==> src/rtl/otsi_pkg.sv <==
// shared types and constants for the overtemp safety interlock
package otsi_pkg;

  localparam int unsigned TempW  = 16;
  localparam int unsigned RiseW  = 15;
  localparam int unsigned TimeW  = 32;
  localparam int unsigned FaultW = 2;
  localparam int unsigned AddrW  = 5;
  localparam int unsigned DataW  = 32;

  // fault codes
  localparam logic [FaultW-1:0] FAULT_NONE     = 2'd0;
  localparam logic [FaultW-1:0] FAULT_SENSOR   = 2'd1;
  localparam logic [FaultW-1:0] FAULT_STUCK    = 2'd2;
  localparam logic [FaultW-1:0] FAULT_OVERTEMP = 2'd3;

  // item function codes
  localparam logic FUNC_CHECK = 1'b0;
  localparam logic FUNC_CLEAR = 1'b1;

  // register index (word address)
  localparam logic [2:0] REG_CUTOFF    = 3'd0;
  localparam logic [2:0] REG_RECOVERY  = 3'd1;
  localparam logic [2:0] REG_STUCK_RISE = 3'd2;
  localparam logic [2:0] REG_STUCK_DLY = 3'd3;
  localparam logic [2:0] REG_OVER_DLY  = 3'd4;

  typedef struct packed {
    logic [TempW-1:0] cutoff_temperature;
    logic [TempW-1:0] recovery_temperature;
    logic [RiseW-1:0] stuck_rise_threshold;
    logic [TimeW-1:0] stuck_check_delay_ms;
    logic [TimeW-1:0] overtemp_wait_ms;
  } cfg_t;

  typedef struct packed {
    logic             func;
    logic [TempW-1:0] temperature;
    logic             sensor_failed;
    logic             reading_valid;
    logic [TimeW-1:0] now_ms;
  } item_t;

  typedef struct packed {
    logic [FaultW-1:0] latched_fault;
    logic [TempW-1:0]  fault_temperature;
    logic              in_cutoff;
    logic [TempW-1:0]  cutoff_start_temperature;
    logic [TimeW-1:0]  cutoff_start_ms;
    logic              stuck_check_done;
  } state_t;

  typedef struct packed {
    logic [FaultW-1:0] fault_code;
    logic [TempW-1:0]  trigger_temperature;
    logic              relay_force_off;
    logic              fault_event;
    logic              cutoff_active;
    logic              stuck_checked;
    logic [TimeW-1:0]  cutoff_elapsed_ms;
    logic              click_clear_allowed;
  } result_t;

endpackage

==> src/rtl/otsi_regs.sv <==
// configuration registers with apb-style access
module otsi_regs (
  input  logic                       clk_i,
  input  logic                       rst_ni,
  input  logic                       psel,
  input  logic                       penable,
  input  logic                       pwrite,
  input  logic [otsi_pkg::AddrW-1:0] paddr,
  input  logic [otsi_pkg::DataW-1:0] pwdata,
  output logic [otsi_pkg::DataW-1:0] prdata,
  output otsi_pkg::cfg_t             cfg_o
);

  otsi_pkg::cfg_t cfg_q;
  logic           wr_en;
  logic [2:0]     reg_idx;

  assign wr_en   = psel & penable & pwrite;
  assign reg_idx = paddr[otsi_pkg::AddrW-1:2];

  always_ff @(posedge clk_i or negedge rst_ni) begin
    if (!rst_ni) begin
      cfg_q.cutoff_temperature   <= 16'sd1920;
      cfg_q.recovery_temperature <= 16'sd1600;
      cfg_q.stuck_rise_threshold <= 15'd80;
      cfg_q.stuck_check_delay_ms <= 32'd30000;
      cfg_q.overtemp_wait_ms     <= 32'd60000;
    end else if (wr_en) begin
      unique case (reg_idx)
        otsi_pkg::REG_CUTOFF:     cfg_q.cutoff_temperature   <= pwdata[15:0];
        otsi_pkg::REG_RECOVERY:   cfg_q.recovery_temperature <= pwdata[15:0];
        otsi_pkg::REG_STUCK_RISE: cfg_q.stuck_rise_threshold <= pwdata[14:0];
        otsi_pkg::REG_STUCK_DLY:  cfg_q.stuck_check_delay_ms <= pwdata;
        otsi_pkg::REG_OVER_DLY:   cfg_q.overtemp_wait_ms     <= pwdata;
        default: ;
      endcase
    end
  end

  always_comb begin
    unique case (reg_idx)
      otsi_pkg::REG_CUTOFF:     prdata = {16'd0, cfg_q.cutoff_temperature};
      otsi_pkg::REG_RECOVERY:   prdata = {16'd0, cfg_q.recovery_temperature};
      otsi_pkg::REG_STUCK_RISE: prdata = {17'd0, cfg_q.stuck_rise_threshold};
      otsi_pkg::REG_STUCK_DLY:  prdata = cfg_q.stuck_check_delay_ms;
      otsi_pkg::REG_OVER_DLY:   prdata = cfg_q.overtemp_wait_ms;
      default:                  prdata = '0;
    endcase
  end

  assign cfg_o = cfg_q;

endmodule

==> src/rtl/otsi_check.sv <==
// next-state and result logic for one check or clear word
module otsi_check (
  input  otsi_pkg::cfg_t    cfg_i,
  input  otsi_pkg::state_t  state_i,
  input  otsi_pkg::item_t   item_i,
  output otsi_pkg::state_t  state_o,
  output otsi_pkg::result_t result_o
);

  otsi_pkg::state_t           nxt;
  logic                       ev;
  logic                       force_off;
  logic                       stuck_hit;
  logic [otsi_pkg::TimeW-1:0] elapsed;
  logic [17:0]                temp_ext;
  logic [17:0]                limit_ext;

  always_comb begin
    nxt       = state_i;
    ev        = 1'b0;
    force_off = 1'b0;
    stuck_hit = 1'b0;
    elapsed   = '0;
    temp_ext  = {{2{item_i.temperature[15]}}, item_i.temperature};
    limit_ext = '0;
    if (item_i.func == otsi_pkg::FUNC_CLEAR) begin
      nxt = '0;
    end else if (state_i.latched_fault == otsi_pkg::FAULT_NONE && item_i.reading_valid) begin
      if (item_i.sensor_failed) begin
        nxt.latched_fault     = otsi_pkg::FAULT_SENSOR;
        nxt.fault_temperature = item_i.temperature;
        ev                    = 1'b1;
        force_off             = 1'b1;
      end else if ($signed(item_i.temperature) >= $signed(cfg_i.cutoff_temperature)) begin
        if (!state_i.in_cutoff) begin
          nxt.in_cutoff                = 1'b1;
          nxt.cutoff_start_temperature = item_i.temperature;
          nxt.cutoff_start_ms          = item_i.now_ms;
          nxt.stuck_check_done         = 1'b0;
          force_off                    = 1'b1;
        end
        elapsed   = item_i.now_ms - nxt.cutoff_start_ms;
        limit_ext = {{2{nxt.cutoff_start_temperature[15]}}, nxt.cutoff_start_temperature}
                    + {3'd0, cfg_i.stuck_rise_threshold};
        if (!nxt.stuck_check_done && elapsed >= cfg_i.stuck_check_delay_ms) begin
          nxt.stuck_check_done = 1'b1;
          if ($signed(temp_ext) > $signed(limit_ext)) begin
            nxt.latched_fault     = otsi_pkg::FAULT_STUCK;
            nxt.fault_temperature = nxt.cutoff_start_temperature;
            ev                    = 1'b1;
            force_off             = 1'b1;
            stuck_hit             = 1'b1;
          end
        end
        if (!stuck_hit && elapsed >= cfg_i.overtemp_wait_ms) begin
          nxt.latched_fault     = otsi_pkg::FAULT_OVERTEMP;
          nxt.fault_temperature = nxt.cutoff_start_temperature;
          ev                    = 1'b1;
          force_off             = 1'b1;
        end
      end else if (state_i.in_cutoff &&
                   $signed(item_i.temperature) < $signed(cfg_i.recovery_temperature)) begin
        nxt.in_cutoff                = 1'b0;
        nxt.cutoff_start_temperature = '0;
        nxt.cutoff_start_ms          = '0;
        nxt.stuck_check_done         = 1'b0;
      end
    end
  end

  assign state_o                      = nxt;
  assign result_o.fault_code          = nxt.latched_fault;
  assign result_o.trigger_temperature = nxt.fault_temperature;
  assign result_o.relay_force_off     = force_off;
  assign result_o.fault_event         = ev;
  assign result_o.cutoff_active       = nxt.in_cutoff;
  assign result_o.stuck_checked       = nxt.stuck_check_done;
  assign result_o.cutoff_elapsed_ms   = nxt.in_cutoff ? (item_i.now_ms - nxt.cutoff_start_ms)
                                                      : '0;
  assign result_o.click_clear_allowed = (nxt.latched_fault != otsi_pkg::FAULT_STUCK);

endmodule

==> src/rtl/overtemp_safety_interlock_core.sv <==
// top level of the heater overtemp safety interlock
//
// usage
//   input channel: in_valid_i with one word of func, temperature, sensor flags and
//   now_ms; a word is taken when in_valid_i is high and in_stall_o is low
//   output channel: out_valid_o with one result word per input word; the word is
//   taken when out_valid_o is high and out_stall_i is low
//   registers are written through the apb-style port while no word is in flight
//   path: the word is held in the input register, then its result in the result
//   register; the check itself is combinational, with compares, one add and two
//   subtracts
//   throughput: one word per cycle while the receiver does not stall; interlock state
//   updates as the word moves from the input register into the result register
//   stall: when the receiver stalls, the result register holds, the input register
//   fills and then in_stall_o rises; no word is lost or repeated
//   reset: all interlock state clears (no fault, no cutoff), registers return to
//   their default thresholds and delays, both pipeline stages empty
module overtemp_safety_interlock_core (
  input  logic                        clk_i,
  input  logic                        rst_ni,
  input  logic                        psel,
  input  logic                        penable,
  input  logic                        pwrite,
  input  logic [otsi_pkg::AddrW-1:0]  paddr,
  input  logic [otsi_pkg::DataW-1:0]  pwdata,
  output logic [otsi_pkg::DataW-1:0]  prdata,
  output logic                        pready,
  input  logic                        in_valid_i,
  output logic                        in_stall_o,
  input  logic                        func_i,
  input  logic signed [15:0]          temperature_i,
  input  logic                        sensor_failed_i,
  input  logic                        reading_valid_i,
  input  logic [31:0]                 now_ms_i,
  output logic                        out_valid_o,
  input  logic                        out_stall_i,
  output logic [1:0]                  fault_code_o,
  output logic signed [15:0]          trigger_temperature_o,
  output logic                        relay_force_off_o,
  output logic                        fault_event_o,
  output logic                        cutoff_active_o,
  output logic                        stuck_checked_o,
  output logic [31:0]                 cutoff_elapsed_ms_o,
  output logic                        click_clear_allowed_o
);

  otsi_pkg::cfg_t    cfg;
  otsi_pkg::item_t   item_q;
  otsi_pkg::state_t  state_q;
  otsi_pkg::state_t  state_d;
  otsi_pkg::result_t res_d;
  otsi_pkg::result_t res_q;
  logic              item_vld_q;
  logic              out_vld_q;
  logic              out_adv;
  logic              item_move;
  logic              in_take;

  assign pready = 1'b1;

  otsi_regs u_regs (
    .clk_i   (clk_i),
    .rst_ni  (rst_ni),
    .psel    (psel),
    .penable (penable),
    .pwrite  (pwrite),
    .paddr   (paddr),
    .pwdata  (pwdata),
    .prdata  (prdata),
    .cfg_o   (cfg)
  );

  otsi_check u_check (
    .cfg_i    (cfg),
    .state_i  (state_q),
    .item_i   (item_q),
    .state_o  (state_d),
    .result_o (res_d)
  );

  assign out_adv   = !out_vld_q || !out_stall_i;
  assign item_move = item_vld_q && out_adv;
  assign in_stall_o = item_vld_q && !out_adv;
  assign in_take   = in_valid_i && !in_stall_o;

  always_ff @(posedge clk_i or negedge rst_ni) begin
    if (!rst_ni) begin
      item_vld_q <= 1'b0;
      out_vld_q  <= 1'b0;
      state_q    <= '0;
    end else begin
      if (in_take) begin
        item_vld_q <= 1'b1;
      end else if (item_move) begin
        item_vld_q <= 1'b0;
      end
      if (out_adv) begin
        out_vld_q <= item_vld_q;
      end
      if (item_move) begin
        state_q <= state_d;
      end
    end
  end

  always_ff @(posedge clk_i) begin
    if (in_take) begin
      item_q.func          <= func_i;
      item_q.temperature   <= temperature_i;
      item_q.sensor_failed <= sensor_failed_i;
      item_q.reading_valid <= reading_valid_i;
      item_q.now_ms        <= now_ms_i;
    end
    if (item_move) begin
      res_q <= res_d;
    end
  end

  assign out_valid_o           = out_vld_q;
  assign fault_code_o          = res_q.fault_code;
  assign trigger_temperature_o = res_q.trigger_temperature;
  assign relay_force_off_o     = res_q.relay_force_off;
  assign fault_event_o         = res_q.fault_event;
  assign cutoff_active_o       = res_q.cutoff_active;
  assign stuck_checked_o       = res_q.stuck_checked;
  assign cutoff_elapsed_ms_o   = res_q.cutoff_elapsed_ms;
  assign click_clear_allowed_o = res_q.click_clear_allowed;

  a_event_forces_off: assert property (@(posedge clk_i) disable iff (!rst_ni)
    out_vld_q && res_q.fault_event |-> res_q.relay_force_off &&
      res_q.fault_code != otsi_pkg::FAULT_NONE)
    else $error("fault word without relay force off or fault code");

  a_fault_holds: assert property (@(posedge clk_i) disable iff (!rst_ni)
    state_q.latched_fault != otsi_pkg::FAULT_NONE &&
      !(item_move && item_q.func == otsi_pkg::FUNC_CLEAR)
    |=> state_q.latched_fault == $past(state_q.latched_fault))
    else $error("latched fault changed without a clear word");

  a_elapsed_only_in_cutoff: assert property (@(posedge clk_i) disable iff (!rst_ni)
    out_vld_q && !res_q.cutoff_active |-> res_q.cutoff_elapsed_ms == '0 &&
      !res_q.stuck_checked)
    else $error("cutoff timing shown outside cutoff");

  a_stall_holds_item: assert property (@(posedge clk_i) disable iff (!rst_ni)
    in_stall_o |=> item_vld_q && $stable(state_q))
    else $error("interlock state moved while stalled");

endmodule
==> config.mk <==
export PLATFORM = sky130hd
export DESIGN_NAME = overtemp_safety_interlock_core
export DESIGN_NICKNAME = d
export VERILOG_FILES = /design/src/rtl/otsi_pkg.sv /design/src/rtl/otsi_regs.sv /design/src/rtl/otsi_check.sv /design/src/rtl/overtemp_safety_interlock_core.sv
export SDC_FILE = /design/constraint.sdc
export NUM_CORES = 1
export LEC_CHECK = 0
export ABC_AREA = 1
export BUFFER_PORTS_ARGS = -buffer_cell sky130_fd_sc_hd__buf_2
export CAP_MARGIN = 20
export CORE_ASPECT_RATIO = 0.7
export CORE_MARGIN = 2
export CORE_UTILIZATION = 61
export DETAILED_ROUTE_END_ITERATION = 6
export PLACE_DENSITY = 0.8
export SYNTH_ARGS = -nofsm -noshare
export SYNTH_HDL_FRONTEND = slang
export SYNTH_SLANG_ARGS = --single-unit
==> constraint.sdc <==
create_clock -name clk_i -period 5.6 [get_ports clk_i]
set_input_delay 0.28 -clock clk_i [delete_from_list [all_inputs] [get_ports clk_i]]
set_output_delay 0.28 -clock clk_i [all_outputs]
set_load 0.02 [all_outputs]
==> impl_metrics.env <==
export IMPL_yosysSeqAreaShare_pct=39.6
export IMPL_cp_data_arrival_time_ns=5.65
export IMPL_setup_tns_ns=0
export IMPL_fp_dieH_um=154
export IMPL_wl_per_cell_um=18.3
export IMPL_max_clock_freq_ghz=0.188
export IMPL_synthFlopType="dfrtp_1"
export IMPL_cts_max_path_buffers=3
export IMPL_cp_max_fo=60
export IMPL_route_vias_total=18400
export IMPL_ys_ff_latch=287
export IMPL_dr_pass1_iters=6
export IMPL_htree_levels=1
export IMPL_min_to="u_regs.cfg_o[44]"
export IMPL_core_region_area_sq_um=31400
export IMPL_timing_final_crit_share_pct=94.8
export IMPL_avgSynthCellArea_sq_um=7.86
export IMPL_yosys_area_top_type="dfrtp_1"
export IMPL_cp_data_required_time_ns=5.94
export IMPL_drc=0
export IMPL_die_x_um=218
export IMPL_grt_first_pass_wirelength_um=90800
export IMPL_ir_worst_vdd_mv=0.282
export IMPL_hold_viol_final=0
export IMPL_cts_tree="done"
export IMPL_dp_worst_setup_slack_ns=0.252
export IMPL_die_area_sq_um=33500
export IMPL_post_dp_hpwl_um=42300
export IMPL_tightest_slew_ns=0.976
export IMPL_clkSinkCount=287
export IMPL_critPathLaunchType="flop"
export IMPL_yosysTopAreaCellShare_pct=20.2
export IMPL_leakagePower_nw=10.5
export IMPL_period_needed_ns=5.31
export IMPL_layout_nets=2999
export IMPL_grtUsageTotal_pct=34.3
export IMPL_ys_async_sr_fraction_pct=63.1
export IMPL_syn_inst=2488
export IMPL_fin_worst_skew_ns=0.0124
export IMPL_criticalPathCategory="reg2reg"
export IMPL_fin_cells=3153
export IMPL_syn_area_sq_um=19600
export IMPL_overflow=0
export IMPL_finalPower_mw=9.00
export IMPL_cts_root_buf="clkbuf_16"
export IMPL_layout_drive_gt1_share_pct=11.4
export IMPL_status="complete, no violations"
export IMPL_grt_max_degree=100
export IMPL_hp_class="in2reg"
export IMPL_place_area_sq_um=20800
export IMPL_synth_yosys_warnings=0
export IMPL_antenna_found_initial=1
export IMPL_dp_cells=3025
export IMPL_cp_end_kind="flop"
export IMPL_diodes=0
export IMPL_fill_cells=2525
export IMPL_synth_edf_count=106
export IMPL_start_util_pct=62.4
export IMPL_reg2regPathDepth=24
export IMPL_gp_congestion=0.935
export IMPL_r2r_start="state_q[49]"
export IMPL_cts_made_buffers=29
export IMPL_synth_top_cells_by_area="dfrtp_1 (20%), edfxtp_1 (16%), ha_1 (12%), nand2_1 (11%), o21ai_0 (6.9%)"
export IMPL_r2r_slack_ns=0.29
export IMPL_fin_ws_ns=0.290
export IMPL_r2r_end="trigger_temperature_o[1]"
export IMPL_ios=185
export IMPL_via_per_inst=5.83
export IMPL_syn_nets=2776
export IMPL_slew_headroom_pct=34.7
export IMPL_route_antenna_remaining_nets=0
export IMPL_max_cap_violations=0
export IMPL_initialDrtViolationCount=2319
export IMPL_area_growth_pct=15.1
export IMPL_yosysUniqueCellTypes=56
export IMPL_whs_path_depth=3
export IMPL_rows=54
export IMPL_routed_wl_um=57800
export IMPL_cts_clk_slew_worst_paths_ns=0.06
export IMPL_first_global_vias=17000
export IMPL_power_density_nw_per_um2=400
export IMPL_setup_violations=0
export IMPL_fin_area_sq_um=22500
export IMPL_drv_slew=0
export IMPL_clk_latency_ns=0.58
export IMPL_min_from="pwdata[12]"
export IMPL_io_buffers=181
-- synthesized netlist by cell type, drive strengths merged (6+ instances only) --
| cell | instances |
|---|---|
| edfxtp | 106 |
| a31oi | 8 |
| nand4 | 17 |
| dfstp | 23 |
| o21a | 15 |
| ha | 190 |
| nand2 | 579 |
| xnor2 | 18 |
| nor2 | 136 |
| a221oi | 18 |
| o21bai | 6 |
| buf | 32 |
| clkbuf | 51 |
| dfrtp | 158 |
| a21o | 6 |
| nand3 | 132 |
| a21oi | 183 |
| nor3 | 17 |
| o21ai | 280 |
| o211ai | 8 |
| mux2i | 6 |
| inv | 355 |
| xor2 | 38 |
| or2 | 7 |
| o22ai | 72 |
-- metal layers --
metal	part of all wire, %	track usage (%)	wire, um	vias up
met3	12	8.39	6830	91
met5	0.022	0	13	-
li1	-	-	-	8824
met4	2.1	7.39	1200	2
met1	45	53.4	26300	8500
met2	41	48.2	23500	965
-- layout make-up --
class / instances / area (sq um) / share of cell area [%]
Multi-Input combinational cell: 1761 / 10100 / 44.9
Clock inverter: 17 / 166 / 0.739
Sequential cell: 287 / 7740 / 34.4
Inverter: 357 / 1340 / 5.96
Timing Repair Buffer: 275 / 1860 / 8.26
Tap cell: 420 / 526 / 2.33
Clock buffer: 36 / 782 / 3.47
-- worst max-delay path: stages, from the launching register on --
cell and delay, ns:
dfrtp_2 0.50, buf_12 0.28, o21ai_0 0.19, ha_1 0.39, inv_1 0.08, nor3_1 0.26, a21oi_2 0.13, o21ai_0 0.35
a31oi_1 0.23, o21ai_0 0.33, a21oi_1 0.13, xnor2_1 0.33, ha_1 0.30, nand2_1 0.08, nor2_1 0.05, a21oi_1 0.16
o21a_1 0.14, nand2_1 0.21, nand4_4 0.25, nand2_4 0.07, buf_4 0.20, nand2_1 0.07, nand3_1 0.11, nand2_1 0.14
inv_1 0.05
-- layout by cell type, fill, tap and decap left out, types with 10 or more instances in the layout --
cell / Yosys / layout
a21oi_1: 181 / 180
a221oi_1: 18 / 18
buf_2: 12 / 180
buf_4: 4 / 20
clkbuf_16: 0 / 29
clkinv_2: 0 / 10
dfrtp_1: 158 / 157
dfstp_2: 23 / 23
dlygate4sd3_1: 0 / 69
edfxtp_1: 106 / 106
ha_1: 190 / 190
inv_1: 351 / 350
nand2_1: 575 / 575
nand3_1: 131 / 130
nand4_1: 16 / 16
nor2_1: 133 / 132
nor3_1: 17 / 16
o21a_1: 15 / 15
o21ai_0: 269 / 268
o22ai_1: 72 / 72
xnor2_1: 18 / 18
xor2_1: 38 / 38
-- report_power, final --
part | internal (mW) | switching, mW
sequential | 2.57 | 0.262
clock | 1.13 | 0.866
combinational | 1.49 | 2.69
total | 5.19 | 3.81
-- flip-flops by register name, summed over array words and instances (netlist names) --
signal	count
cutoff_elapsed_ms_o	32
trigger_temperature_o	16
fault_event_o	1
item_vld_q	1
u_regs.cfg_o	111
out_valid_o	1
stuck_checked_o	1
cutoff_active_o	1
relay_force_off_o	1
state_q	68
fault_code_o	2
click_clear_allowed_o	1
item_q	51
-- worst max-delay path by stage --
| stage | startpoint | endpoint |
|---|---|---|
| floorplan | state_q[49] | trigger_temperature_o[10] |
| global placement | state_q[49] | trigger_temperature_o[10] |
| detailed placement | state_q[49] | click_clear_allowed_o |
| CTS | state_q[49] | state_q[50] |
| global route | state_q[49] | trigger_temperature_o[4] |
| finish | state_q[49] | trigger_temperature_o[1] |
-- per-stage QoR --
step / utilization (%) / hold slack (ns)
after floorplan: - / -0.0156
after global placement: 66.2 / 0.380
after detailed placement: 66.3 / 0.381
after CTS: 71.5 / 0.0253
after global routing: 71.8 / 0.0661
final: 71.8 / 0.0328
-- cell families (layout without fill, tap and decap cells) --
| group | after synthesis | count (layout) | share of synthesized area, % |
|---|---|---|---|
| AO/OA/AOI/OAI | 607 | 607 | 17.2 |
| XOR/XNOR | 56 | 56 | 2.51 |
| adder cells (fa/ha/maj) | 193 | 193 | 12.5 |
| buffers and inverters | 440 | 685 | 8.95 |
| flip-flops | 287 | 287 | 39.6 |
| multiplexers | 6 | 6 | 0.307 |
| other | 1 | 1 | 0.0192 |
| AND/OR/NAND/NOR | 898 | 898 | 19.0 |
-- timing repair --
| action | 4_1_cts | 5_1_grt |
|---|---|---|
| setup buffers | 0 | 4 |
| resized for setup | 0 | 5 |
| endpoints found under the hold margin | 164 | 0 |
| endpoints found under the setup margin | 0 | 38 |
| hold buffers | 69 | 0 |
Power figures use the tool's default switching activity.
